$ cat config.mk
export PLATFORM = sky130hd
export DESIGN_NAME = macpt_ram
export DESIGN_NICKNAME = d
export VERILOG_FILES = /design/src/hdl/macpt_ram.sv
export SDC_FILE = /design/constraint.sdc
export NUM_CORES = 1
export LEC_CHECK = 0
export ABC_CLOCK_PERIOD_IN_PS = 3500
export BUFFER_PORTS_ARGS = -buffer_cell sky130_fd_sc_hd__buf_4
export CAP_MARGIN = 20
export CORE_UTILIZATION = 40
export CTS_CLUSTER_DIAMETER = 150
export DETAILED_ROUTE_END_ITERATION = 7
export HOLD_SLACK_MARGIN = 0.06
export SLEW_MARGIN = 10
export SYNTH_ARGS = -nofsm -noshare
export SYNTH_HDL_FRONTEND = slang
export SYNTH_SLANG_ARGS = --single-unit
$ cat constraint.sdc
create_clock -name clk -period 3.5 [get_ports clk]
set_input_delay 0.525 -clock clk [delete_from_list [all_inputs] [get_ports clk]]
set_output_delay 0.525 -clock clk [all_outputs]
set_load 0.01 [all_outputs]
$ cat src/hdl/macpt_ram.sv
`timescale 1ns / 1ps
`default_nettype none
// ----------------------------------------------------------------------------
// Generic single-port-write RAM
// One write port and one read port with registered read data.
// ----------------------------------------------------------------------------
module macpt_ram #(
  parameter int WIDTH = 32,
  parameter int DEPTH = 32
) (
  input  wire logic                     clk,
  input  wire logic                     we,
  input  wire logic [$clog2(DEPTH)-1:0] waddr,
  input  wire logic [WIDTH-1:0]         wdata,
  input  wire logic [$clog2(DEPTH)-1:0] raddr,
  output logic      [WIDTH-1:0]         rdata
);

  logic [WIDTH-1:0] mem [DEPTH];

  // Write and registered read.
  always_ff @(posedge clk) begin
    if (we) begin
      mem[waddr] <= wdata;
    end
    rdata <= mem[raddr];
  end

endmodule
`default_nettype wire

Word-level counts from Yosys, hierarchy flattened. Memory sizes are Yosys's and may differ from the RTL's. A register that Yosys moved wholly into a read port is not among the register bits. Index checks and enable logic that the tools add are counted.

Magnitude comparators: 0. Divide/modulo/power cells: 0. Bitwise logic cells: 0. Multipliers: 0. $add $sub $neg: 0. Equal/unequal tests: 0. Multiplexer cells: 2. Reduce and logical (&&, ||, !) cells: 0. Shift-type cells: 0.

Operators by type and width (count): $mux W1 (2).

Output and inout port bits: 32. Input port bits: 44. Bits in registers: 0. Word-level logic and storage cells: 3. Bits in latches: 0. Memories: 1. Memory bits (read-only): 0. RAM bits: 1024.

Memory list: mem (depth 32, bits a word 32, rd ports 1, clocked after memory_dff 1, wr ports 1, line 19) `logic [WIDTH-1:0] mem [DEPTH];`.

Depth between registers and ports, before layout.
Word-level depth: 2. Depth in mapped cells: 8. Gate-level depth less buffers: 5.

Worst setup path before layout. OpenSTA, ideal clock, no wires.

Path type: input-to-reg. From: input waddr[1]. To: memory mem[12][0], enable pin. Path slack: 0.541 ns. Path buffers: 1. Setup time: 0.421 ns. Stages on the path: 3. Data arrival time: 2.538 ns. Required time: 3.079 ns. Cells stage by stage: or3b_2 clkbuf_1 nor2_1.

RTL lines: from (decl) (line 13) `input wire logic [$clog2(DEPTH)-1:0] waddr,`; to (decl) (line 19).

No word-level cell before the write port.

==> impl_summary.md <==
Setup path
The type of destination of the critical path is a flop. Data arrives at the worst endpoint at 2.47 ns. The critical path goes through buf_4, nor2b_4, buf_4, a22o_1, nor3_1, a31oi_1, nand3_1.

The highest cell delay on the worst timing path is 0.51 ns. The worst-path cell with the longest stage delay is sky130_fd_sc_hd__nor2b_4. The most frequent cell on the critical path is sky130_fd_sc_hd__buf_4.

The launch point of the critical path is raddr[2]. The startpoint of the lowest-slack register-to-register path is mem[7][13]. In this run the worst path has a maximum fanout of 27.

The kind of start point of the critical path is an input pin. By startpoint and endpoint, the worst setup path is classified as input pin to flop. The data required time of the critical path is 3.99 ns.

The worst reg-to-reg path cell count is 5.

Logic synthesis
The most used flip-flop cell after synthesis is sky130_fd_sc_hd__edfxtp_1. The summed instance area of the synthesized netlist is 40490 um2. The average instance area after synthesis is 17.91 um2. The synthesized design contains 1024 enable-type register cells. The sequential area share after synthesis is 77.54%. Ranked by total cell area, the synthesized netlist is headed by sky130_fd_sc_hd__edfxtp_1, sky130_fd_sc_hd__mux2i_1, sky130_fd_sc_hd__a22oi_1, sky130_fd_sc_hd__dfxtp_1, sky130_fd_sc_hd__a22o_1. The fraction of synthesized cell area taken by the top area cell type is 75.95%. The netlist uses 25 different library cells. After synthesis, the share of flip-flops with an asynchronous set or reset is 0%. The synthesized design contains 1056 register bits.

The total nets after synthesis is 2304. After technology mapping, the gate count stands at 2260. Summed over all instances, the cell type with the most area after synthesis is sky130_fd_sc_hd__edfxtp_1. During synthesis, Yosys emitted a total of 0 warnings.

Clocking
The clock transition at the registers of the reported paths is 0.06 ns. Counting every sink on the clock net gives 1056. Gates resized during post-CTS repair numbered 0. Hold repair after CTS inserted 0 buffers. The number of levels the H-tree was split into is 3. Counting the buffers created by CTS gives 109. The clock reaches the later pin of the worst-skew pair after 0.68 ns. In this run the deepest clock path goes through 3 buffers.

The tree is rooted in a sky130_fd_sc_hd__clkbuf_16. The clock tree from TritonCTS is done. After clock tree synthesis, the setup repair step added 0 buffers.

Timing
Hold timing on the final database bottoms out at a slack of 0.2395 ns. The final-report hold violation count came to 0. For the final database, setup skew stands at 0.02641 ns. After layout, the worst path uses 56.49% of the clock period. For the pin with the worst max-slew slack, the measured transition is 0.7784 ns. The max-slew violation count is 0. The final critical-path required period is 1.977 ns. The headroom to the max-slew limit is 47.99%. Setup repair after global routing left no endpoint under its margin.

Setup violations remaining at the end of the flow were counted as 0. For this run, the top clock speed supported by timing is 505.8 MHz. For the final routed database, the setup TNS stands at 0 ns.

Place
The congestion estimate from routability-driven global placement came to 0.7573. The number of buffer cells added on primary ports is 75. The HPWL after detailed placement is 54920 um.

Drt
The number of DRC violations after detailed-routing iteration 0 is 1771. Dividing the detail-routed wire length by the instance count gives 25.51 um. Using the TritonRoute via totals, the vias-per-cell ratio works out to 5.476. The via count is 20850.

The post-detailed-route count of antenna-violating nets is 0. For this run, design rule violations remaining after detail routing come to 0. Before antenna repair, the detailed router went through 5 iterations. For this block, the routed nets add up to 97140 um of wire.

Floorplan
The floorplan step set the die width to 320.1 um. The vertical extent of the die is 320.1 um. The starting utilization of the core area is 40.43%.

The number of cell rows is 116. The total area inside the core boundary comes to 100100 um2. The die covers 102500 um2. Pin placement for this block handled 76 I/O pins.

Layout
The total of fill cells in the finished design is 8363. The top cell types in the final layout, fill and taps aside, are sky130_fd_sc_hd__edfxtp_1, sky130_fd_sc_hd__mux2i_1, sky130_fd_sc_hd__buf_4, sky130_fd_sc_hd__clkbuf_16, sky130_fd_sc_hd__nand3_1. The count of inserted antenna diode cells is 0. The library cell used most frequently in the layout, excluding fill and tap cells, is sky130_fd_sc_hd__edfxtp_1. The fraction of final layout cells with drive strength greater than 1 is 15.06%. After the last flow step, the layout net total stands at 2459. The signed area change from the synthesized netlist to the final layout is 15.59%.

Worst hold path
Along the worst hold path, the cell count comes to 1. The min-delay analysis places its worst path in the category input pin to flop. The hold path startpoint is wdata[1].

Power and ir drop
In this run the power density over the cells is 572.8 nW/um2. The leakage power is 16.26 nW. Across the VDD grid, the largest voltage drop is 0.4003 mV.

Job
The max-cap check violation count is 0.

GRT
The initial antenna violation count came to 1. The pin count of the biggest net entering global routing is 84. The first global-routing pass estimated 141100 um of wire. The number of global-route vias before repair is 21250. The total global-route track usage is 18.83%. For this run the aggregate overflow at the end of global routing stands at 0.

Status
The flow ran to the end, and the final reports show no timing, DRC or antenna violations.
[flip-flops by register name, summed over array words and instances (netlist names)]
name	cells
rdata	32
mem	1024
[per-layer routing]
layer  vias to the layer above  share of wire (%)  global-route usage [%]
met5                         -                  0                       0
met4                         0                2.5                   5.763
met3                       152                4.7                   2.532
met2                       557                 49                   31.11
met1                     10830                 44                   25.89
li1                       9309                  -                       -
[power by group]
part	internal, mW	leakage, nW	switching [mW]
clock network	6.56	1.74	4.74
logic	0.486	5.03	0.892
registers	14.1	9.49	0.0668
[stage by stage]
step	instances	power (mW)	setup WS (ns)	util [%]	cell area (um2)
final	3808	26.80	1.523	46.73	46800
after detailed placement	3602	15.79	0.8361	43.16	43230
after floorplan	2260	15.12	0.5409	-	40490
after global placement	3602	15.75	0.8435	43.16	43230
after CTS	3808	27.03	1.523	46.73	46800
after global routing	3808	27.61	1.507	46.73	46800
[worst max-delay path, delay by kind of cell]
| kind | cells | cell delay, ns |
|---|---|---|
| AOI/OAI and AO/OA | 2 | 0.55 |
| and+or+nand+nor | 3 | 0.79 |
| buffers and inverters | 2 | 0.59 |
[cell usage after synthesis, drive strengths merged, types with 5 or more instances]
cell,n
a31oi,32
nand2,98
dfxtp,32
nand3b,5
clkbuf,48
nor3,32
mux2i,512
buf,79
nor2,34
a22o,64
a21oi,96
edfxtp,1024
nand3,98
a22oi,96
[cell families (layout without fill, tap and decap cells)]
kind of cell,after synthesis,in the layout,share of synthesized area [%]
buffers and inverters,127,377,1.860
flip-flops,1056,1056,77.53
multiplexers,512,512,12.66
AND/OR/NAND/NOR,277,277,3.100
AO/OA/AOI/OAI,288,288,4.846
[final cells by class]
class / instances / area (um2) / share of cell area, %
sequential: 1056 / 31390 / 67.08
multi-input combinational: 1077 / 8610 / 18.40
clock buffer: 151 / 3048 / 6.513
tap: 1298 / 1624 / 3.471
timing repair buffer: 171 / 1604 / 3.428
clock inverter: 55 / 520.5 / 1.112
[final timing paths]
kind / slack (ns) / endpoint
max: 1.52 / rdata[12]
min reg2reg: 0.59 / rdata[31]
min: 0.24 / mem[14][1]
max reg2reg: 1.85 / rdata[13]
No activity file was read; power rests on OpenSTA's default activity.
